<file path="config.mk">
export PLATFORM = sky130hd
export DESIGN_NAME = toi_div_cell
export DESIGN_NICKNAME = d
export VERILOG_FILES = /design/src/hw/rtl/toi_pkg.sv /design/src/hw/rtl/toi_div_cell.sv
export SDC_FILE = /design/constraint.sdc
export NUM_CORES = 1
export LEC_CHECK = 0
export CORE_AREA = 2 2 175 177
export DETAILED_ROUTE_END_ITERATION = 7
export DIE_AREA = 0 0 177 179
export DONT_BUFFER_PORTS = 1
export PLACE_DENSITY = 0.55
export SLEW_MARGIN = 20
export SYNTH_ARGS = -nofsm -noshare
export SYNTH_HDL_FRONTEND = slang
export SYNTH_SLANG_ARGS = --single-unit
</file>
<file path="constraint.sdc">
create_clock -name clk -period 7.3 [get_ports clk]
set_input_delay 0.365 -clock clk [delete_from_list [all_inputs] [get_ports clk]]
set_output_delay 0.365 -clock clk [all_outputs]
set_load 0.01 [all_outputs]
</file>
<file path="src/hw/rtl/toi_pkg.sv">
// Shared types, widths and constants of the time-of-impact block.
// No dependencies; every other file uses it by scoped names.
`timescale 1ns / 1ps

package toi_pkg;

	localparam int FRAC_BITS = 16;
	localparam int XW        = 32;
	localparam int MAG_W     = 32;
	localparam int TIME_W    = 31;
	localparam int EPS_W     = 17;
	localparam int DISC_W    = 2 * MAG_W;
	localparam int ROOT_W    = DISC_W / 2;
	localparam int SREM_W    = ROOT_W + 3;
	localparam int N_W       = MAG_W + 3;
	localparam int NUM_W     = N_W - 1 + FRAC_BITS;
	localparam int LIM_W     = TIME_W + MAG_W;
	localparam int QW        = TIME_W;
	localparam int DREM_W    = MAG_W;
	localparam int ADDR_W    = 4;
	localparam int DATA_W    = 32;

	localparam logic [TIME_W-1:0] TIME_STEP_RST    = TIME_W'(1092);
	localparam logic [EPS_W-1:0]  VEL_EPS_RST      = EPS_W'(1);
	localparam logic [EPS_W-1:0]  CONTACT_SLOP_RST = EPS_W'(655);

	typedef enum logic [1:0] {
		REG_TIME_STEP,
		REG_VEL_EPS,
		REG_CONTACT_SLOP
	} reg_idx_t;

	typedef enum logic [1:0] {
		KIND_NONE,
		KIND_LIN,
		KIND_QUAD
	} kind_t;

	typedef struct packed {
		logic [TIME_W-1:0] time_step;
		logic [EPS_W-1:0]  velocity_epsilon;
		logic [EPS_W-1:0]  contact_slop;
	} cfg_t;

	typedef struct packed {
		kind_t                 kind;
		logic signed [XW-1:0]  v;
		logic                  a_neg;
		logic [MAG_W-1:0]      den;
		logic [LIM_W-1:0]      lim;
		logic [MAG_W-1:0]      xm;
	} sq_side_t;

	typedef struct packed {
		logic [DISC_W-1:0] n;
		logic [SREM_W-1:0] rem;
		logic [ROOT_W-1:0] root;
		sq_side_t          side;
	} sq_data_t;

	typedef struct packed {
		kind_t             kind;
		logic [QW-1:0]     num1;
		logic [QW-1:0]     num2;
		logic [DREM_W-1:0] rem1;
		logic [DREM_W-1:0] rem2;
		logic [QW-1:0]     q1;
		logic [QW-1:0]     q2;
		logic [MAG_W-1:0]  den;
		logic              h1;
		logic              h2;
	} dv_data_t;

	function automatic logic [MAG_W-1:0] mag(input logic signed [XW-1:0] val);
		return val[XW-1] ? MAG_W'(~val + XW'(1)) : MAG_W'(val);
	endfunction

endpackage

</file>
<file path="src/hw/rtl/toi_div_cell.sv">
// One cell of the divider chain: one quotient bit for each of two roots.
// Depends on toi_pkg.
`timescale 1ns / 1ps

module toi_div_cell (
	input  logic              clk,
	input  logic              arst_n,
	input  logic              in_valid,
	output logic              in_ready,
	input  toi_pkg::dv_data_t in_data,
	output logic              out_valid,
	input  logic              out_ready,
	output toi_pkg::dv_data_t out_data
);
	logic                       vld_q;
	toi_pkg::dv_data_t          dat_q, nxt;
	logic [toi_pkg::DREM_W:0]   sh1, sh2, dx;
	logic                       ge1, ge2;

	assign in_ready = !vld_q || out_ready;

	always_comb begin
		dx       = {1'b0, in_data.den};
		sh1      = {in_data.rem1, in_data.num1[toi_pkg::QW-1]};
		sh2      = {in_data.rem2, in_data.num2[toi_pkg::QW-1]};
		ge1      = sh1 >= dx;
		ge2      = sh2 >= dx;
		nxt      = in_data;
		nxt.num1 = in_data.num1 << 1;
		nxt.num2 = in_data.num2 << 1;
		nxt.rem1 = toi_pkg::DREM_W'(ge1 ? sh1 - dx : sh1);
		nxt.rem2 = toi_pkg::DREM_W'(ge2 ? sh2 - dx : sh2);
		nxt.q1   = {in_data.q1[toi_pkg::QW-2:0], ge1};
		nxt.q2   = {in_data.q2[toi_pkg::QW-2:0], ge2};
	end

	always_ff @(posedge clk or negedge arst_n) begin
		if (!arst_n) begin
			vld_q <= 1'b0;
		end else if (in_ready) begin
			vld_q <= in_valid;
		end
	end

	always_ff @(posedge clk) begin
		if (in_ready && in_valid) dat_q <= nxt;
	end

	assign out_valid = vld_q;
	assign out_data  = dat_q;
endmodule
</file>
== Yosys cells after proc, flatten, opt, wreduce, memory -nomap -nowiden ==
Index checks and enable logic that the tools add are counted.
Widths: inputs -> output; s select.
Word-level totals
  register bits: 223
Operators by class
  mux-type cells: 2
  reductions and logical operators: 3
  order comparisons: 2
  $add $sub $neg: 2
Operators with widths (number)
  $ge 33x32->1: 2
  $mux 32: 2
  $sub 32x32->32: 2
  $logic_and 1x1->1: 1
  $logic_not 1->1: 1
  $logic_or 1x1->1: 1

== Logic depth before layout (Yosys ltp) ==
  depth after elaboration: 3
  mapped depth: 14
  gate-level depth less buffers: 12

== Worst setup path before layout ==
Ideal clock, no wire load.
  path kind: reg-to-reg
  from: register vld_q (netlist: out_valid)
  to: register dat_q (netlist bit out_data[0]) (enable)
  slack: 1.027 ns
  library setup time: 0.611 ns
  data arrival time: 5.662 ns
  cell stages (with the launch flop): 3
  cells stage by stage: dfrtp_1 > nand2b_1 > and2_1
On the way
  word-level cells in the longest chain between the ends: 3
RTL lines
  from (decl): line toi_div_cell.sv:15  | logic vld_q;
  from (signal assigned): line toi_div_cell.sv:41  | vld_q <= in_valid;
  $logic_not 1->1: line toi_div_cell.sv:20  | assign in_ready = !vld_q || out_ready;
  $logic_or 1x1->1: line toi_div_cell.sv:20
  named net in_ready: line toi_div_cell.sv:9  | output logic in_ready,
  $logic_and 1x1->1: line toi_div_cell.sv:46  | if (in_ready && in_valid) dat_q <= nxt;
  to (signal assigned): line toi_div_cell.sv:46
  to (decl): line toi_div_cell.sv:16  | toi_pkg::dv_data_t dat_q, nxt;
The timed path passes the listed nets, and every way through them passes these cells.
A chain may end at the register's enable or synchronous reset.

==> flow_metrics.env <==
export IMPL_antenna_found_initial=1
export IMPL_area_growth_pct=26.5
export IMPL_worst_slew_pin_slew_ns=1.02
export IMPL_start_util_pct=36.4
export IMPL_ir_drop_v=0.000169
export IMPL_grt_usage_pct=21.5
export IMPL_ys_async_sr_fraction_pct=0.448
export IMPL_grt_ovfl_total=0
export IMPL_yosysWarnings=0
export IMPL_cts_inserted_buffers=26
export IMPL_clkSlewWorstSetupHoldPaths_ns=0.06
export IMPL_fp_dieH_um=179
export IMPL_drc=0
export IMPL_startpoint_type="input pin"
export IMPL_vias=7410
export IMPL_slew_headroom_pct=32.0
export IMPL_regArea_um2=6690
export IMPL_syn_inst=840
export IMPL_rr_worst_depth=3
export IMPL_grt_pass1_vias=7500
export IMPL_wl_um=36100
export IMPL_post_route_cells_drive_above_1_share_pct=6.06
export IMPL_path_delay_family="compound AO/OA/AOI/OAI gates"
export IMPL_clock_latency_ns=0.53
export IMPL_worstHoldPathCells=2
export IMPL_period_share_pct=50.1
export IMPL_pwr_share_clk_pct=38.6
export IMPL_dp_hpwl_um=27100
export IMPL_grt_setup_unrepaired="no"
export IMPL_maxCapViolations=0
export IMPL_criticalPathCategory="in2reg"
export IMPL_skew_ns=0.0169
export IMPL_postRouteAntennaNets=0
export IMPL_worstPathCellList="inv_1 > ha_1 > a21oi_1 > nor2b_1 > a41o_1 > o41ai_2 > o31ai_1 > a21oi_1 > or2_2 > inv_1 > mux2_2"
export IMPL_netlist_area_um2=10900
export IMPL_p_per_area_nw_per_um2=256
export IMPL_hold_violations=0
export IMPL_slowest_delay_ns=0.80
export IMPL_comb_power_share_pct=14.9
export IMPL_synth_edff_count=222
export IMPL_p_int_w=0.00260
export IMPL_clockBufferDepth=3
export IMPL_placementRows=64
export IMPL_cp_data_required_time_ns=7.57
export IMPL_crit_path_end_kind="flip-flop"
export IMPL_port_buffers=0
export IMPL_crit_arrival_ns=3.93
export IMPL_io_pin_count=454
export IMPL_timing_critical_path_buf_inv=2
export IMPL_cts_tree="yes"
export IMPL_p_leak_nw=5.21
export IMPL_synth_flop_cell="edfxtp_1"
export IMPL_routedWlPerCell_um=25.4
export IMPL_cts_htree_levels=1
export IMPL_syn_area_per_cell_um2=13.0
export IMPL_drt_iter0_drc=353
export IMPL_grt_max_degree=83
export IMPL_synth_cell_types=57
export IMPL_dp_cells=1212
export IMPL_root_buffer="clkbuf_16"
export IMPL_hold_class="in2reg"
export IMPL_layout_commonest_cell="edfxtp_1"
export IMPL_drt_pass1_iterations=5
export IMPL_clkSinkCount=223
export IMPL_yosysSeqAreaShare_pct=61.3
export IMPL_multiInputGateArea_um2=3910
export IMPL_ys_ff_latch=223
export IMPL_fin_crit_ns=3.66
export IMPL_nFillCells=2716
export IMPL_p_sw_w=0.000941
export IMPL_setup_viol=0
export IMPL_crit_cells=11
export IMPL_slowest_stage="or2_2"
export IMPL_grt_pass1_wl_um=49600
export IMPL_viasPerCell=5.22
export IMPL_coreArea_um2=30000
export IMPL_slew_violations=0
export IMPL_outcome="finished clean"
export IMPL_crit_fanout=57
export IMPL_gp_congestion=0.854
export IMPL_totalNegativeSetupSlack_ns=0
export IMPL_p_seq_share_pct=46.5
export IMPL_fmax_mhz=273
export IMPL_die_area_um2=31700
export IMPL_finalPower_w=0.00354
export IMPL_layout_common_cells="edfxtp_1 (222), dlygate4sd3_1 (160), ha_1 (64), nand2_1 (61), a21oi_1 (57)"
export IMPL_swShare_pct=26.6
export IMPL_final_cells=1420
export IMPL_final_nets=1298
export IMPL_fp_dieW_um=177
metal layers:
metal  up-vias  global-route usage, %  part of all wire, %
met5         -                      0                    0
met4         0                   6.75                  3.0
met3        58                   8.40                   10
met2       314                   37.2                   49
met1      3552                   24.4                   38
li1       3486                      -                    -
state kept, by name (all words and copies together) (netlist names):
register / cells
out_data: 222
out_valid: 1
cell usage after synthesis (3+ instances only):
cell | number | area, um^2
a31o_2 | 3 | 26.3
nor3_1 | 9 | 45.0
nand3_1 | 14 | 70.1
edfxtp_1 | 222 | 6670
o31a_1 | 3 | 26.3
nand4_1 | 13 | 81.3
o21ai_1 | 4 | 20.0
mux2_1 | 27 | 304
a311oi_1 | 3 | 26.3
nor2_1 | 29 | 109
a21oi_1 | 57 | 285
a21o_1 | 29 | 218
inv_1 | 50 | 188
and2_1 | 3 | 18.8
xnor2_1 | 29 | 254
nand2_1 | 61 | 229
clkbuf_1 | 23 | 86.3
or3_1 | 4 | 25.0
mux2_2 | 7 | 78.8
nor2b_1 | 13 | 81.3
ha_1 | 64 | 801
buf_6 | 3 | 33.8
and3_1 | 7 | 43.8
o21ai_0 | 52 | 260
xor2_1 | 29 | 254
o211ai_1 | 6 | 45.0
a31oi_1 | 11 | 68.8
o21a_1 | 5 | 37.5
o21bai_1 | 6 | 45.0
o221ai_1 | 3 | 26.3
nand2b_1 | 11 | 68.8
o31ai_1 | 3 | 22.5
path summary, 6_finish.rpt:
| kind | start | endpoint | slack [ns] |
|---|---|---|---|
| max | in_data[5] | out_data[151] | 3.64 |
| min | in_data[135] | out_data[136] | 0.03 |
| max reg2reg | out_valid | out_data[185] | 4.47 |
| min reg2reg | out_valid | out_valid | 0.70 |
| max in group asynchronous | arst_n | out_valid | 7.15 |
| min in group asynchronous | arst_n | out_valid | 0.04 |
area by class of cell:
cell class	count	share of cell area (%)
diodes	1	0.0181
clock buffers	31	5.00
clock inverters	16	1.47
inverters	50	1.36
multi-input cells	539	28.3
flip-flops and latches	223	48.5
well taps	396	3.59
repair buffers	164	11.8
cells by family (layout without fill, tap and decap cells):
logic type / Yosys count / after routing / share of synthesized area, %
DFF: 223 / 223 / 61.3
AOI/OAI and AO/OA: 205 / 205 / 12.0
and+or+nand+nor: 172 / 172 / 7.60
buffers and inverters: 79 / 261 / 3.00
adders and majority gates: 66 / 66 / 7.70
xor gates and xnor gates: 58 / 58 / 4.65
muxes: 36 / 36 / 3.69
other: 1 / 3 / 0.0343
worst register-to-register path, stage by stage, from the launching register on:
cell and delay, ns:
dfrtp_1 0.42, nand2b_1 0.18, and2_4 0.82, buf_4 0.98
power groups by stage:
stage | Combinational, W | Clock (W) | Sequential (W)
after floorplan | 0.000351 | 0 | 0.00165
after global placement | 0.000452 | 0 | 0.00168
after detailed placement | 0.000454 | 0 | 0.00168
after CTS | 0.000531 | 0.00140 | 0.00165
after global routing | 0.000587 | 0.00145 | 0.00165
final | 0.000528 | 0.00137 | 0.00165
repair_timing:
item                                    in CTS  in global routing
gates resized for setup                      0                  0
endpoints found under the hold margin      160                  0
hold buffers                               160                  0
setup buffers                                0                  0
endpoints found under the setup margin       0                  0
stage by stage:
| stage | instance area [um^2] | hold WS (ns) | setup WS, ns | util (%) |
|---|---|---|---|---|
| floorplan | 10900 | 0.0694 | 1.03 | - |
| global placement | 11300 | 0.0695 | 3.10 | 37.7 |
| detailed placement | 11300 | 0.0695 | 3.04 | 37.7 |
| CTS | 13800 | 0.000555 | 3.60 | 46.0 |
| global route | 13800 | 0.00442 | 3.27 | 46.0 |
| finish | 13800 | 0.0290 | 3.64 | 46.0 |
Power figures use the tool's default switching activity.
