--- src/hw/rtl/toi_pkg.sv ---
// Shared types, widths and constants of the time-of-impact block.
// No dependencies; every other file uses it by scoped names.
`timescale 1ns / 1ps

package toi_pkg;

	localparam int FRAC_BITS = 16;
	localparam int XW        = 32;
	localparam int MAG_W     = 32;
	localparam int TIME_W    = 31;
	localparam int EPS_W     = 17;
	localparam int DISC_W    = 2 * MAG_W;
	localparam int ROOT_W    = DISC_W / 2;
	localparam int SREM_W    = ROOT_W + 3;
	localparam int N_W       = MAG_W + 3;
	localparam int NUM_W     = N_W - 1 + FRAC_BITS;
	localparam int LIM_W     = TIME_W + MAG_W;
	localparam int QW        = TIME_W;
	localparam int DREM_W    = MAG_W;
	localparam int ADDR_W    = 4;
	localparam int DATA_W    = 32;

	localparam logic [TIME_W-1:0] TIME_STEP_RST    = TIME_W'(1092);
	localparam logic [EPS_W-1:0]  VEL_EPS_RST      = EPS_W'(1);
	localparam logic [EPS_W-1:0]  CONTACT_SLOP_RST = EPS_W'(655);

	typedef enum logic [1:0] {
		REG_TIME_STEP,
		REG_VEL_EPS,
		REG_CONTACT_SLOP
	} reg_idx_t;

	typedef enum logic [1:0] {
		KIND_NONE,
		KIND_LIN,
		KIND_QUAD
	} kind_t;

	typedef struct packed {
		logic [TIME_W-1:0] time_step;
		logic [EPS_W-1:0]  velocity_epsilon;
		logic [EPS_W-1:0]  contact_slop;
	} cfg_t;

	typedef struct packed {
		kind_t                 kind;
		logic signed [XW-1:0]  v;
		logic                  a_neg;
		logic [MAG_W-1:0]      den;
		logic [LIM_W-1:0]      lim;
		logic [MAG_W-1:0]      xm;
	} sq_side_t;

	typedef struct packed {
		logic [DISC_W-1:0] n;
		logic [SREM_W-1:0] rem;
		logic [ROOT_W-1:0] root;
		sq_side_t          side;
	} sq_data_t;

	typedef struct packed {
		kind_t             kind;
		logic [QW-1:0]     num1;
		logic [QW-1:0]     num2;
		logic [DREM_W-1:0] rem1;
		logic [DREM_W-1:0] rem2;
		logic [QW-1:0]     q1;
		logic [QW-1:0]     q2;
		logic [MAG_W-1:0]  den;
		logic              h1;
		logic              h2;
	} dv_data_t;

	function automatic logic [MAG_W-1:0] mag(input logic signed [XW-1:0] val);
		return val[XW-1] ? MAG_W'(~val + XW'(1)) : MAG_W'(val);
	endfunction

endpackage

--- src/hw/rtl/toi_regs.sv ---
// APB configuration registers: time step, velocity epsilon, contact slop.
// Depends on toi_pkg.
`timescale 1ns / 1ps

module toi_regs (
	input  logic                         clk,
	input  logic                         arst_n,
	input  logic                         psel,
	input  logic                         penable,
	input  logic                         pwrite,
	input  logic [toi_pkg::ADDR_W-1:0]   paddr,
	input  logic [toi_pkg::DATA_W-1:0]   pwdata,
	output logic [toi_pkg::DATA_W-1:0]   prdata,
	output logic                         pready,
	output toi_pkg::cfg_t                cfg
);
	toi_pkg::cfg_t     cfg_q;
	toi_pkg::reg_idx_t idx;

	assign idx    = toi_pkg::reg_idx_t'(paddr[toi_pkg::ADDR_W-1:2]);
	assign pready = 1'b1;
	assign cfg    = cfg_q;

	always_ff @(posedge clk or negedge arst_n) begin
		if (!arst_n) begin
			cfg_q.time_step        <= toi_pkg::TIME_STEP_RST;
			cfg_q.velocity_epsilon <= toi_pkg::VEL_EPS_RST;
			cfg_q.contact_slop     <= toi_pkg::CONTACT_SLOP_RST;
		end else if (psel && penable && pwrite) begin
			unique case (idx)
				toi_pkg::REG_TIME_STEP: begin
					cfg_q.time_step <= pwdata[toi_pkg::TIME_W-1:0];
				end
				toi_pkg::REG_VEL_EPS: begin
					cfg_q.velocity_epsilon <= pwdata[toi_pkg::EPS_W-1:0];
				end
				toi_pkg::REG_CONTACT_SLOP: begin
					cfg_q.contact_slop <= pwdata[toi_pkg::EPS_W-1:0];
				end
				default: begin
				end
			endcase
		end
	end

	always_comb begin
		prdata = '0;
		unique case (idx)
			toi_pkg::REG_TIME_STEP:    prdata = toi_pkg::DATA_W'(cfg_q.time_step);
			toi_pkg::REG_VEL_EPS:      prdata = toi_pkg::DATA_W'(cfg_q.velocity_epsilon);
			toi_pkg::REG_CONTACT_SLOP: prdata = toi_pkg::DATA_W'(cfg_q.contact_slop);
			default:                   prdata = '0;
		endcase
	end
endmodule

--- config.mk ---
export PLATFORM = sky130hd
export DESIGN_NAME = toi_regs
export DESIGN_NICKNAME = d
export VERILOG_FILES = /design/src/hw/rtl/toi_pkg.sv /design/src/hw/rtl/toi_regs.sv
export SDC_FILE = /design/constraint.sdc
export NUM_CORES = 1
export LEC_CHECK = 0
export ABC_AREA = 0
export BUFFER_PORTS_ARGS = -buffer_cell sky130_fd_sc_hd__buf_2
export CORE_UTILIZATION = 25
export DETAILED_ROUTE_END_ITERATION = 16
export PLACE_DENSITY = 0.56
export SYNTH_ARGS = -nofsm -noshare
export SYNTH_HDL_FRONTEND = slang
export SYNTH_SLANG_ARGS = --single-unit
--- constraint.sdc ---
create_clock -name clk -period 1.8 [get_ports clk]
set_clock_uncertainty 0.05 [all_clocks]
set_input_delay 0.18 -clock clk [delete_from_list [all_inputs] [get_ports clk]]
set_output_delay 0.18 -clock clk [all_outputs]
set_load 0.02 [all_outputs]
=== After elaboration in Yosys (flattened, before gate mapping) ===
Index checks and enable logic that the tools add are counted.

* Register bits after elaboration: 65
* Memories kept: 0
* RAM bits: 0
* Latch bits: 0
* Logic and storage cells: 12
* Output and inout port bits: 98
* Bits in read-only memories: 0
* Bits of input ports: 41

* Add/subtract/negate cells: 0
* Reduce and logical (&&, ||, !) cells: 6
* $mul: 0
* Bitwise logic cells: 0
* Div/mod/pow operators: 0
* Shift-type cells: 0
* Magnitude comparators: 0
* Equality and inequality tests: 2
* Mux-type cells: 1

{| class="wikitable"
|+ Operators by type and width
! kind !! count
|-
| $pmux 31 s3 || 1
|-
| $reduce_and 2->1 || 3
|-
| $eq 2x1->1 const B || 1
|-
| $eq 2x2->1 const B || 1
|-
| $logic_and 1x1->1 || 2
|-
| $logic_not 2->1 || 1
|}

=== Depth between registers and ports, before layout ===
* Depth in word-level cells: 3
* Mapped depth: 6
* Gate-level depth less buffers: 3

=== Worst setup path before layout ===
OpenSTA, ideal clock, no wires.

* Path type: input to output
* Start point: input port paddr[2] (netlist bit)
* End point: output port prdata[10] (netlist bit)
* Buffers on the path: 2
* Arrival time: 1.199 ns
* Required time: 1.570 ns
* Path slack: 0.371 ns
* Cell stages on the path: 4
* Cells stage by stage: buf_2 buf_4 mux2i_1 o21ai_0

* Longest elaborated chain between the ends: 2
* Elaborated cells on any way between the ends: 4
* Those cells by class: eq/ne (2); mux (1); reduce/logical (1)

{| class="wikitable"
|+ RTL lines
! what !! RTL line !! text
|-
| start, declared || toi_regs.sv:11 || <nowiki>input logic [toi_pkg::ADDR_W-1:0] paddr,</nowiki>
|-
| $eq 2x2->1, or another cell as far along || toi_regs.sv:48 || <nowiki>unique case (idx)</nowiki>
|-
| $pmux 31 s3 * || toi_regs.sv:48 ||
|-
| end, declared || toi_regs.sv:13 || <nowiki>output logic [toi_pkg::DATA_W-1:0] prdata,</nowiki>
|}

Every way passes the cells marked *; elsewhere a longest branch is shown, timed or not.

=== Worst setup path in the final report ===
* Start point: register cfg_q, in the netlist cfg[36]
* End point: output port prdata[2] (netlist bit)

* Longest elaborated chain between the ends: 1

{| class="wikitable"
|+ RTL lines
! what !! RTL line !! text
|-
| start, declared || toi_regs.sv:17 || <nowiki>toi_pkg::cfg_t cfg_q;</nowiki>
|-
| $pmux 31 s3 || toi_regs.sv:48 ||
|}

Every way passes these cells.

==> impl_metrics.json <==
{
  "clockPowerShare_pct": 31.8,
  "status": "finished clean",
  "num_rows": 39,
  "grtUsageTotal_pct": 12.6,
  "grt_max_degree": 66,
  "reg2reg_from": "cfg[61]$_DFFE_PN0P_",
  "reg2reg_to": "cfg[61]$_DFFE_PN0P_",
  "area_growth_pct": 41.3,
  "path_clk_slew_ps": 60,
  "grt_pass1_wl_um": 11200,
  "synth_top_area_share_pct": 46.9,
  "synth_fa_ha_area_share_pct": 0,
  "clock_latency_ps": 320,
  "final_cells": 508,
  "synth_area_um2": 2930,
  "cp_cell_sequence": "mux2i_1 > o21ai_0 > buf_2",
  "nFillCells": 1169,
  "viasPerCell": 4.36,
  "gp_congestion": 0.709,
  "hold_viol": 0,
  "antennaDiodeCount": 0,
  "critPathBufInv": 1,
  "drt-initial-drc-count": 62,
  "fp.dieH_um": 110,
  "power.leakage_uw": 0.00206,
  "hold_slack_ps": 23.0,
  "drv_cap": 0,
  "worstPathMaxFanout": 3,
  "die_x_um": 110,
  "tritoncts": "built",
  "critPathMaxStageDelay_ps": 530,
  "io_pins": 139,
  "htree_levels": 3,
  "hold_path.class": "input port to register",
  "io_buffer_count": 133,
  "drc_errors": 0,
  "worstSetupStartpointType": "register",
  "synth_top_family_by_area": "multiplexers",
  "yosys_warnings": 0,
  "synthMuxAreaShare_pct": 30.8,
  "max_freq_mhz": 642,
  "critPathSlowestCell": "dfstp_2",
  "cts_setup_buffers": 0,
  "syn_nets": 258,
  "grt_pass1_vias": 2105,
  "period_share_pct": 86.5,
  "drt_wl_total_um": 7740,
  "start_util_pct": 25.7,
  "rr_worst_depth": 1,
  "synthCells": 217,
  "synth_compound_area_share_pct": 2.90,
  "wl_per_cell_um": 15.2,
  "path_class": "register to primary output",
  "synth_seq_cells": 65,
  "cts_buffer_depth": 2,
  "ant_nets": 0,
  "largest_reg_flops": 65,
  "cts_made_buffers": 9,
  "p_per_area_nw_per_um2": 1320,
  "synthSimpleGateAreaFrac_pct": 7.47,
  "swShare_pct": 33.1,
  "die_area_um2": 12200,
  "synth_area_leaders": "dfrtp_1, mux2_2, dfstp_2",
  "startpoint": "cfg[36]$_DFFE_PN1P_",
  "cts_root_buf": "clkbuf_16",
  "ys_types": 17,
  "cp_num_cells": 3,
  "setup_viol": 0,
  "ir_drop_mv": 0.395,
  "timing.final.max_slew_violations": 0,
  "final_nets": 401,
  "layout-drive-gt1-share_pct": 64.9,
  "endpoint": "prdata[2]",
  "setup_tns_ps": 0,
  "vias": 2217,
  "synth-xor-area-share_pct": 0,
  "drt_first_pass_iters": 4,
  "power_switching_uw": 1810,
  "yosysTopAreaCell": "dfrtp_1",
  "critPathTopFamily": "flip-flops",
  "yosysSeqAreaShare_pct": 55.9,
  "rsz0062_at_grt": "no",
  "p_int_uw": 3650,
  "seqPwrFrac_pct": 38.3,
  "antenna_found_initial": 0,
  "end_kind": "primary output",
  "r2r_setup_slack_ps": 940,
  "dp.final_hpwl_um": 5330,
  "post-route-util_pct": 36.3,
  "syn_area_per_cell_um2": 13.5,
  "core-area_um2": 11400,
  "clkSinkCount": 65,
  "combinationalPowerShare_pct": 29.9,
  "worst_ep_arrival_time_ps": 1330,
  "worstPathRequired_ps": 1570,
  "dp.cells": 491,
  "finalCriticalPeriod_ps": 1560,
  "min_from": "pwdata[26]",
  "overflow": 0
}
==> cell usage after synthesis (all sizes together) <==
| cell | n |
|---|---|
| dfstp | 10 |
| clkbuf | 2 |
| nor3b | 2 |
| nor2 | 1 |
| mux2 | 65 |
| conb | 2 |
| dfrtp | 55 |
| nor3 | 1 |
| nand3 | 1 |
| nand2 | 17 |
| mux2i | 17 |
| buf | 12 |
| nor2b | 1 |
| o21ai | 17 |
| and2 | 14 |
==> layout make-up <==
cell class	count	area, um^2	area share (%)
Multi-Input combinational cell	138	1220	29.5
Timing Repair Buffer	146	803	19.4
Tap cell	143	179	4.32
Clock buffer	13	260	6.28
Sequential cell	65	1640	39.6
Clock inverter	3	40.0	0.966
==> cells by family (layout without fill, tap and decap cells) <==
group,count (synthesis),in the layout
buffers and inverters,14,162
muxes,82,82
AOI/OAI and AO/OA,17,17
other,2,2
DFF,65,65
and+or+nand+nor,37,37
==> per-stage QoR <==
stage | area, um^2 | setup slack [ps] | power [uW]
finish | 4140 | 243 | 5470
global route | 4140 | 118 | 5780
CTS | 4140 | 148 | 5560
detailed placement | 3830 | 284 | 3770
global placement | 3830 | 339 | 3730
floorplan | 2930 | 371 | 3100
==> placed cells by master, fill, tap and decap left out, types with 3 or more instances in the layout <==
| cell | Yosys | routed |
|---|---|---|
| clkbuf_16 | 0 | 9 |
| buf_12 | 0 | 3 |
| mux2i_1 | 17 | 17 |
| mux2_2 | 63 | 63 |
| o21ai_0 | 17 | 17 |
| buf_4 | 5 | 9 |
| dfstp_2 | 10 | 10 |
| dfrtp_1 | 55 | 55 |
| buf_2 | 7 | 133 |
| nand2_1 | 17 | 17 |
| and2_1 | 14 | 14 |
==> per-layer routing <==
| layer | routed length [um] | GRT usage [%] | part of all wire [%] | up-vias |
|---|---|---|---|---|
| li1 | - | - | - | 1037 |
| met5 | 0 | 0 | 0 | - |
| met3 | 385 | 3.82 | 5.0 | 6 |
| met2 | 3720 | 20.5 | 48 | 70 |
| met4 | 66 | 3.95 | 0.85 | 0 |
| met1 | 3570 | 16.0 | 46 | 1104 |
==> what timing repair did <==
action,CTS,global route
resized for setup,0,0
endpoints found under the hold margin,55,0
hold buffers,1,0
==> power groups by stage <==
| stage | clock network [uW] | logic [uW] | registers, uW |
|---|---|---|---|
| finish | 1740 | 1630 | 2090 |
| CTS | 1810 | 1660 | 2100 |
| global route | 1870 | 1760 | 2150 |
| global placement | 0 | 1640 | 2100 |
| floorplan | 0 | 589 | 2520 |
| detailed placement | 0 | 1660 | 2120 |
==> worst min-delay path by stage <==
stage          slack (ps)  cells after the start             endpoint
2_1_floorplan        -170                      0  cfg[10]$_DFFE_PN0P_
3_3_place_gp          180                      2  cfg[63]$_DFFE_PN0P_
3_5_place_dp          170                      2  cfg[58]$_DFFE_PN0P_
4_1_cts                10                      2  cfg[60]$_DFFE_PN0P_
5_1_grt                20                      2  cfg[60]$_DFFE_PN0P_
6_report               20                      2  cfg[60]$_DFFE_PN0P_
Note: power is estimated with default switching activity, not from simulation.
