===== src/hw/rtl/toi_pkg.sv =====
// Shared types, widths and constants of the time-of-impact block.
// No dependencies; every other file uses it by scoped names.
`timescale 1ns / 1ps

package toi_pkg;

	localparam int FRAC_BITS = 16;
	localparam int XW        = 32;
	localparam int MAG_W     = 32;
	localparam int TIME_W    = 31;
	localparam int EPS_W     = 17;
	localparam int DISC_W    = 2 * MAG_W;
	localparam int ROOT_W    = DISC_W / 2;
	localparam int SREM_W    = ROOT_W + 3;
	localparam int N_W       = MAG_W + 3;
	localparam int NUM_W     = N_W - 1 + FRAC_BITS;
	localparam int LIM_W     = TIME_W + MAG_W;
	localparam int QW        = TIME_W;
	localparam int DREM_W    = MAG_W;
	localparam int ADDR_W    = 4;
	localparam int DATA_W    = 32;

	localparam logic [TIME_W-1:0] TIME_STEP_RST    = TIME_W'(1092);
	localparam logic [EPS_W-1:0]  VEL_EPS_RST      = EPS_W'(1);
	localparam logic [EPS_W-1:0]  CONTACT_SLOP_RST = EPS_W'(655);

	typedef enum logic [1:0] {
		REG_TIME_STEP,
		REG_VEL_EPS,
		REG_CONTACT_SLOP
	} reg_idx_t;

	typedef enum logic [1:0] {
		KIND_NONE,
		KIND_LIN,
		KIND_QUAD
	} kind_t;

	typedef struct packed {
		logic [TIME_W-1:0] time_step;
		logic [EPS_W-1:0]  velocity_epsilon;
		logic [EPS_W-1:0]  contact_slop;
	} cfg_t;

	typedef struct packed {
		kind_t                 kind;
		logic signed [XW-1:0]  v;
		logic                  a_neg;
		logic [MAG_W-1:0]      den;
		logic [LIM_W-1:0]      lim;
		logic [MAG_W-1:0]      xm;
	} sq_side_t;

	typedef struct packed {
		logic [DISC_W-1:0] n;
		logic [SREM_W-1:0] rem;
		logic [ROOT_W-1:0] root;
		sq_side_t          side;
	} sq_data_t;

	typedef struct packed {
		kind_t             kind;
		logic [QW-1:0]     num1;
		logic [QW-1:0]     num2;
		logic [DREM_W-1:0] rem1;
		logic [DREM_W-1:0] rem2;
		logic [QW-1:0]     q1;
		logic [QW-1:0]     q2;
		logic [MAG_W-1:0]  den;
		logic              h1;
		logic              h2;
	} dv_data_t;

	function automatic logic [MAG_W-1:0] mag(input logic signed [XW-1:0] val);
		return val[XW-1] ? MAG_W'(~val + XW'(1)) : MAG_W'(val);
	endfunction

endpackage


===== src/hw/rtl/toi_sqrt_cell.sv =====
// One cell of the square root chain: resolves one root bit per transaction.
// Depends on toi_pkg.
`timescale 1ns / 1ps

module toi_sqrt_cell (
	input  logic              clk,
	input  logic              arst_n,
	input  logic              in_valid,
	output logic              in_ready,
	input  toi_pkg::sq_data_t in_data,
	output logic              out_valid,
	input  logic              out_ready,
	output toi_pkg::sq_data_t out_data
);
	logic                       vld_q;
	toi_pkg::sq_data_t          dat_q, nxt;
	logic [toi_pkg::SREM_W-1:0] sh, trial;
	logic                       ge;

	assign in_ready = !vld_q || out_ready;

	always_comb begin
		sh       = {in_data.rem[toi_pkg::SREM_W-3:0], in_data.n[toi_pkg::DISC_W-1 -: 2]};
		trial    = toi_pkg::SREM_W'({in_data.root, 2'b01});
		ge       = sh >= trial;
		nxt      = in_data;
		nxt.n    = in_data.n << 2;
		nxt.rem  = ge ? sh - trial : sh;
		nxt.root = {in_data.root[toi_pkg::ROOT_W-2:0], ge};
	end

	always_ff @(posedge clk or negedge arst_n) begin
		if (!arst_n) begin
			vld_q <= 1'b0;
		end else if (in_ready) begin
			vld_q <= in_valid;
		end
	end

	always_ff @(posedge clk) begin
		if (in_ready && in_valid) dat_q <= nxt;
	end

	assign out_valid = vld_q;
	assign out_data  = dat_q;
endmodule


===== config.mk =====
export PLATFORM = sky130hd
export DESIGN_NAME = toi_sqrt_cell
export DESIGN_NICKNAME = d
export VERILOG_FILES = /design/src/hw/rtl/toi_pkg.sv /design/src/hw/rtl/toi_sqrt_cell.sv
export SDC_FILE = /design/constraint.sdc
export NUM_CORES = 1
export LEC_CHECK = 0
export BUFFER_PORTS_ARGS = -buffer_cell sky130_fd_sc_hd__buf_4
export CAP_MARGIN = 30
export CORE_AREA = 2 2 229 231
export DETAILED_ROUTE_END_ITERATION = 10
export DIE_AREA = 0 0 231 233
export MAX_ROUTING_LAYER = met4
export SLEW_MARGIN = 10
export SYNTH_ARGS = -nofsm -noshare
export SYNTH_HDL_FRONTEND = slang
export SYNTH_SLANG_ARGS = --single-unit

===== constraint.sdc =====
create_clock -name clk -period 8.9 [get_ports clk]
set_input_delay 0.445 -clock clk [delete_from_list [all_inputs] [get_ports clk]]
set_output_delay 0.445 -clock clk [all_outputs]
set_load 0.03 [all_outputs]

## Yosys cells after proc, flatten, opt, wreduce, memory -nomap -nowiden

Index checks and enable logic that the tools add are counted.

| word-level totals | value |
|---|---|
| register bits | 292 |
| output and inout port bits | 295 |

| cells by class | value |
|---|---|
| $add $sub $neg | 1 |
| order comparisons | 1 |
| mux-type cells | 1 |
| reduce and logical (&&, ||, !) cells | 3 |

Operator list:

| operator | number |
|---|---|
| >= comparator 35 x 34 -> 1 bit | 1 |
| 2-to-1 mux 35 bit | 1 |
| subtractor 35 x 34 -> 35 bit | 1 |
| logical AND 1 bit | 1 |
| logical NOT 1 bit | 1 |
| logical OR 1 bit | 1 |

## Depth between registers and ports, before layout

Gate-level depths: netlist (run 1).

| depth | value |
|---|---|
| depth in word-level cells | 3 |
| mapped depth | 12 |
| gate-level depth less buffers | 10 |

## Worst setup path before layout (run 1)

Ideal clock, no wire load.

| timing | value |
|---|---|
| path type | register -> register |
| start point | register vld_q, in the netlist out_valid |
| end point | register dat_q (netlist bit out_data[0]), enable pin |
| arrival | 7.465 ns |
| required time | 8.212 ns |
| path slack | 0.747 ns |
| stages on the path, launching flop included | 3 |
| buffers on the path | 0 |
| period minus slack after synthesis | 8.153 ns |
| cell sequence | dfrtp_1 -> nand2b_1 -> and2_1 |

| on the way | value |
|---|---|
| longest elaborated chain between the ends | 3 |

Ends and longest elaborated chain:

| what | line | source |
|---|---|---|
| start, declared | toi_sqrt_cell.sv:15 | `logic vld_q;` |
| start signal, assigned | toi_sqrt_cell.sv:36 | `vld_q <= in_valid;` |
| logical NOT 1 bit | toi_sqrt_cell.sv:20 | `assign in_ready = !vld_q \|\| out_ready;` |
| logical OR 1 bit | toi_sqrt_cell.sv:20 |  |
| net in_ready | toi_sqrt_cell.sv:9 | `output logic in_ready,` |
| logical AND 1 bit | toi_sqrt_cell.sv:41 | `if (in_ready && in_valid) dat_q <= nxt;` |
| end signal, assigned | toi_sqrt_cell.sv:41 |  |
| end, declared | toi_sqrt_cell.sv:16 | `toi_pkg::sq_data_t dat_q, nxt;` |

The timed path passes the listed nets, and every way through them passes these cells.
A chain may end at the register's enable or synchronous reset.

==> metrics.md, run 1 <==
| Metric | Value |
|---|---|
| Post-CTS Hold Fix Bufs | `1` |
| CP Launch Type | `input port` |
| Hold crit path type | `in -> reg` |
| Drt initial violations | `522` |
| Initial core utilization | `0.225` |
| Max Fclk | `316 MHz` |
| Clock Latency Late Sink | `0.55 ns` |
| Routed len/inst | `23.3 um` |
| Status | `completed` |
| Post-DP HPWL | `36900 um` |
| # DRC | `0` |
| ANT nets after route | `0` |
| RSZ-0062 raised after global routing | `false` |
| Clock power frac | `0.407` |
| Post-synth EDFFs | `291` |
| Chip Height | `233 um` |
| Worst slew margin | `0.393` |
| Minimum clock period | `3.16 ns` |
| Via Count | `8273` |
| Most common flop cell mapped by yosys | `edfxtp_1` |
| Max FO, Critical Path | `35` |
| Peak supply drop | `0.133 mV` |
| IO Count | `592` |
| Synth cell count leaders | `edfxtp_1 (291), inv_1 (45), ha_1 (34)` |
| Fin. max-slew vios | `0` |
| Via-to-Cell Ratio | `4.16` |
| Fillcell total | `5042` |
| Top-area cell type share of the netlist area | `0.761` |
| Layout cell share with drive strength beyond 1 | `0.537` |
| Synth Instances | `651` |
| Global-route wire length before repair | `61800 um` |
| Vias in the first global route | `8390` |
| Int Pwr | `2910 uW` |
| Placer congestion estimate | `0.903` |
| Final net count | `1603` |
| Clk sinks | `292` |
| Switching Share | `0.264` |
| Longest Clk Path Bufs | `3` |
| IO Port Bufs | `587` |
| CTS tree | `done` |
| Ranking of synthesized cells by area | `edfxtp_1 (76%), ha_1 (3.7%), mux2_4 (3.1%)` |
| Cell area after layout | `0.0181 mm2` |
| Clk_skew | `0.0104 ns` |
| Setup repair bufs after CTS | `0` |
| TNS Setup | `0 ns` |
| Synth Register Bits | `292` |
| Sequential share of power | `0.418` |
| CTS buffer count | `37` |
| Setup violators final | `0` |
| Dpl cell area | `0.0167 mm2` |
| Setup crit end kind | `register` |
| Fraction of registers with async set or reset after synthesis | `0.00342` |
| Leading area contributor after synthesis | `edfxtp_1` |
| Synthesized area per cell | `17.6 um2` |
| Total routed wirelength | `46300 um` |
| Synthesized cell area | `0.0115 mm2` |
| CP required | `9.19 ns` |
| P_leak | `0.00756 uW` |
| Final cycle utilization of the critical path | `0.355` |
| Root buf cell | `clkbuf_16` |
| Gr usage total | `0.168` |
| Overflow left after global routing | `0` |
| DR pass1 iterations | `4` |
| Die footprint | `0.0538 mm2` |
| Initial antenna violation count | `12` |
| Post-synthesis sequential area ratio | `0.763` |
| WP data arrival | `3.46 ns` |
| Worst-Margin Slew | `0.910 ns` |
| Largest net degree at the start of global routing | `154` |
| Comb power frac | `0.175` |
| Resize count post-CTS | `0` |
| Net Sw Power | `1040 uW` |
| MaxCap Viol Count | `0` |
| Total power divided by cell area | `219 mW/mm2` |
| # H-tree levels | `2` |
| Area Overhead vs Synth | `57.3%` |
| Crit path kind | `in -> reg` |
| Clock slew at reported path FFs | `0.06 ns` |
| Die Span X | `231 um` |
| Post-synth cell types | `66` |
| Final Hold Viols | `0` |
| Row count | `83` |
| Core area | `0.0511 mm2` |
| Ys Warns | `0` |
| Most frequent cell after synthesis | `edfxtp_1` |
metal layers:
metal  vias up  GRT usage  share of wire
met5         -          -              0
met4         0     0.0762          0.046
met3        74     0.0662          0.089
met2       366      0.280           0.50
met1      4081      0.175           0.36
li1       3752          -              -
path summary, 6_finish.rpt:
| kind | start | endpoint | slack (ns) | cells past startpoint |
|---|---|---|---|---|
| min reg2reg | out_valid | out_valid | 0.59 | 2 |
| min in group asynchronous | arst_n | out_valid | 0.24 | 2 |
| max | in_data[176] | out_data[200] | 5.74 | 11 |
| max reg2reg | out_valid | out_data[5] | 6.53 | 4 |
| min | in_data[147] | out_data[147] | 0.07 | 1 |
| max in group asynchronous | arst_n | out_valid | 8.58 | 2 |
sequential cells by signal (all words and copies together) (netlist names):
register	cells
out_valid	1
out_data	291
power by group through the flow:
stage          Clock, uW  Combinational, uW  Sequential [uW]
2_1_floorplan          0                217             1860
3_3_place_gp           0                691             1680
3_5_place_dp           0                696             1680
4_1_cts             1660                699             1650
5_1_grt             1710                735             1660
6_report            1610                692             1650
per-stage QoR:
step                setup slack, ns  hold slack [ns]  instances   util  power (uW)
finish                         5.74           0.0671       1989  0.354        3950
global route                   5.46           0.0328       1989  0.354        4100
CTS                            5.72           0.0243       1976  0.352        4010
detailed placement             5.12            0.226       1910  0.326        2370
global placement               5.13            0.220       1910  0.326        2370
floorplan                     0.747            0.149        652      -        2080
placed cells by master, fill, tap and decap left out, types with 6 or more instances in the layout:
master	synthesis	layout
nor2_1	23	23
inv_1	45	45
a21o_1	8	8
xnor2_1	19	19
o21ai_0	16	16
ha_1	34	34
clkbuf_16	0	38
bufinv_16	0	7
nand2_1	28	28
xor2_1	12	12
buf_4	2	589
mux2_4	24	24
edfxtp_1	291	291
nand4_1	8	8
nor3_1	10	10
o21a_1	10	10
diode_2	0	11
a21oi_1	32	32
clkinv_2	0	6
kinds of logic (layout without fill, tap and decap cells):
group	count (synthesis)	after routing	share of synthesized area
muxes	32	32	0.0389
buffers and inverters	57	703	0.0241
and+or+nand+nor	99	99	0.0457
AOI/OAI and AO/OA	105	105	0.0671
xor gates and xnor gates	31	31	0.0236
other	1	13	0.000327
DFF	292	292	0.763
adders and majority gates	34	34	0.0370
critical path, cell delays in order:
cell	delay [ns]
buf_4	0.09
inv_1	0.04
ha_1	0.41
a21oi_1	0.38
o21ai_1	0.15
a21oi_1	0.19
o21ai_0	0.17
a311oi_4	0.39
nor3_4	0.11
nor2_8	0.64
mux2_2	0.41
cell type report:
type                            count  area [um2]  share of cell area
Sequential cell                   292        8760               0.485
Timing Repair Buffer              593        4510               0.249
Multi-Input combinational cell    303        2450               0.136
Clock buffer                       41         962              0.0533
Tap cell                          680         851              0.0471
Clock inverter                     24         338              0.0187
Inverter                           45         169             0.00935
Antenna cell                       11        27.5             0.00152
(Power assumes the default switching activity.)
==> run 2: changes to the inputs <==
CORE_AREA = 2 2 228 230   (was 2 2 229 231)
DIE_AREA = 0 0 230 232   (was 0 0 231 233)
clock period = 2.6 ns   (was 8.9 ns; I/O delays follow)
==> run 2 against run 1 <==
Against the previous run: register-to-register slack worse by 5.8 ns; combinational power rose to 4.4 times the previous value; count of clock-buffer cells in the layout fell by 1; non-clock buffer count grew 373; largest power group unchanged; critical endpoint is now out_data[203]; core utilization is 7.6 points higher; clock power increased to 3.2 times the previous value.
==> metrics.md, run 2 (same netlist as run 1, synthesis figures left out) <==
| Metric | Value |
|---|---|
| Status | `completed (unchanged)` |
| Placer congestion estimate | `0.921 (was 0.903)` |
| Critical R2R Capture | `out_data[222] (was out_data[5])` |
| Critical R2R Launch | `out_valid (unchanged)` |
| Minimum clock period | `2.55 ns` |
| Via Count | `9937 (was 8273)` |
| DR pass1 iterations | `5 (was 4)` |
| Final net count | `1974 (was 1603)` |
| Post-Place Worst Slack | `-0.274 ns (was 5.12 ns)` |
| Fin. max-slew vios | `0 (unchanged)` |
| IO Port Bufs | `587 (unchanged)` |
| ANT nets after route | `0 (unchanged)` |
| Final std cells w/o fill | `2357 (was 1989)` |
| Row count | `83 (unchanged)` |
| R2r setup slk | `0.73 ns (was 6.53 ns)` |
| Total routed wirelength | `51700 um (was 46300 um)` |
| CP Launch Type | `input port (unchanged)` |
| Drt initial violations | `559 (was 522)` |
| Cell Chain, Critical Path | `dlygate4sd3_1 -> buf_4 -> inv_1 -> ha_4 -> nand2_1 -> buf_4 -> nor3_2 -> buf_4 -> a311oi_4 -> nor3_4 -> nor2_8 -> clkbuf_16 -> mux2_4 (was buf_4 -> inv_1 -> ha_1 -> a21oi_1 -> o21ai_1 -> a21oi_1 -> o21ai_0 -> a311oi_4 -> nor3_4 -> nor2_8 -> mux2_2)` |
| TNS Setup | `0 ns (unchanged)` |
| Area Overhead vs Synth | `90.4% (was 57.3%)` |
| Max FO, Critical Path | `6 (was 35)` |
| Overflow left after global routing | `0 (unchanged)` |
| Worst path max stage delay | `0.54 ns (was 0.64 ns)` |
| P_leak | `0.00926 uW (was 0.00756 uW)` |
| Largest register FFs | `291 (unchanged)` |
| Post-DP HPWL | `38300 um (was 36900 um)` |
| Highest-count cells in the layout ignoring fill and taps | `buf_4 (658), edfxtp_1 (291), dlygate4sd3_1 (288), inv_1 (39), clkbuf_16 (38) (was buf_4 (589), edfxtp_1 (291), inv_1 (45), clkbuf_16 (38), ha_1 (34))` |
| Initial core utilization | `0.226 (was 0.225)` |
| # H-tree levels | `2 (unchanged)` |
| Setup crit end kind | `register (unchanged)` |
| Routed len/inst | `21.9 um (was 23.3 um)` |
| Longest Clk Path Bufs | `3 (unchanged)` |
| Most frequent cell on the critical path | `buf_4 (was a21oi_1)` |
| CP required | `2.89 ns (was 9.19 ns)` |
| IO Count | `592 (unchanged)` |
| Layout cell share with drive strength beyond 1 | `0.484 (was 0.537)` |
| Clk sinks | `292 (unchanged)` |
| Die footprint | `0.0534 mm2 (was 0.0538 mm2)` |
| WP data arrival | `2.84 ns (was 3.46 ns)` |
| Placed Cells | `1989 (was 1910)` |
| Setup violators final | `0 (unchanged)` |
| Chip Height | `232 um (was 233 um)` |
| Via-to-Cell Ratio | `4.22 (was 4.16)` |
| Hold crit path type | `in -> reg (unchanged)` |
| Vias in the first global route | `10400 (was 8390)` |
| MaxCap Viol Count | `0 (unchanged)` |
| R2R depth | `4 (unchanged)` |
| Levels on crit path | `13 (was 11)` |
| CTS buffer count | `35 (was 37)` |
| Final Hold Viols | `0 (unchanged)` |
| Crit path kind | `in -> reg (unchanged)` |
| Largest net degree at the start of global routing | `59 (was 154)` |
| Peak supply drop | `0.481 mV (was 0.133 mV)` |
| Core area | `0.0509 mm2 (was 0.0511 mm2)` |
| Clock slew at reported path FFs | `0.06 ns (about the same)` |
| Total power divided by cell area | `632 mW/mm2 (was 219 mW/mm2)` |
| Gr usage total | `0.187 (was 0.168)` |
| Cell family with most CP delay | `buffers and inverters (was compound AO/OA/AOI/OAI gates)` |
| Root buf cell | `clkbuf_16 (unchanged)` |
| Final critical-path setup slack | `0.0514 ns (was 5.74 ns)` |
| Hold slack | `0.111 ns (was 0.0671 ns)` |
| Crit path to | `out_data[203] (was out_data[200])` |
| Worst Path Buf+Inv | `6 (was 2)` |
| Most common cell after layout, fill and taps aside | `buf_4 (unchanged)` |
| Total Power | `13800 uW (was 3950 uW)` |
| Clk_skew | `0.0136 ns (was 0.0104 ns)` |
| Worst setup path start | `in_data[179] (was in_data[176])` |
| CTS tree | `done (unchanged)` |
| Critical path's slowest cell | `dlygate4sd3_1 (was nor2_8)` |
| # DRC | `0 (unchanged)` |
| Max Fclk | `392 MHz` |
| Final cycle utilization of the critical path | `0.980` |
| Initial antenna violation count | `9 (was 12)` |
| Die Span X | `230 um (was 231 um)` |
| Clock Latency Late Sink | `0.55 ns (about the same)` |
| Global-route wire length before repair | `70700 um (was 61800 um)` |
## run 2: worst reg2reg max path, cell delays in order (launching register included)
cell      delay, ns
dfrtp_2        0.45
nand2b_4       0.11
and2_4         0.39
buf_12         0.31
buf_12         0.28
## run 2: how the worst min path moves through the flow
stage / slack (ns) / endpoint / startpoint / cells after the start
2_1_floorplan: -0.17 / out_valid / arst_n / 0
3_3_place_gp: -0.09 / out_valid / arst_n / 1
5_1_grt: 0.09 / out_data[197] / in_data[195] / 2
4_1_cts: 0.07 / out_data[223] / in_data[221] / 3
6_report: 0.11 / out_data[197] / in_data[195] / 2
3_5_place_dp: -0.09 / out_valid / arst_n / 1
## run 2: timing repair
action / in CTS / in global routing
setup endpoints to repair: 0 / 32
endpoints found under the hold margin: 291 / 4
hold buffers: 293 / 4
setup buffers: 0 / 4
gates resized for setup: 0 / 60
## run 2: routing by layer
metal | part of all wire | track usage | vias up
met2 | 0.52 | 0.326 | 406
met4 | 0.037 | 0.0750 | 0
met5 | 0 | - | -
met1 | 0.38 | 0.207 | 4968
met3 | 0.065 | 0.0447 | 78
li1 | - | - | 4485
## run 2: layout make-up
cell class	instances	area, um2
clock buffer	40	895
clock inverter	23	280
multi-input combinational	303	2700
fill	4634	29000
tap	680	851
timing repair buffer	966	8170
sequential	292	8760
inverter	45	179
antenna	8	20.0
## run 2: per-stage QoR
step,utilization,cell area (um2)
after floorplan,-,11500
after global placement,0.341,17400
after detailed placement,0.341,17400
after CTS,0.422,21500
after global routing,0.430,21900
final,0.430,21900
## run 2: report_power, final
part	internal [uW]	switching, uW	total, uW	leakage [uW]
combinational	1470	1580	3050	0.00590
clock	3010	2100	5100	0.000574
sequential	5560	104	5660	0.00278
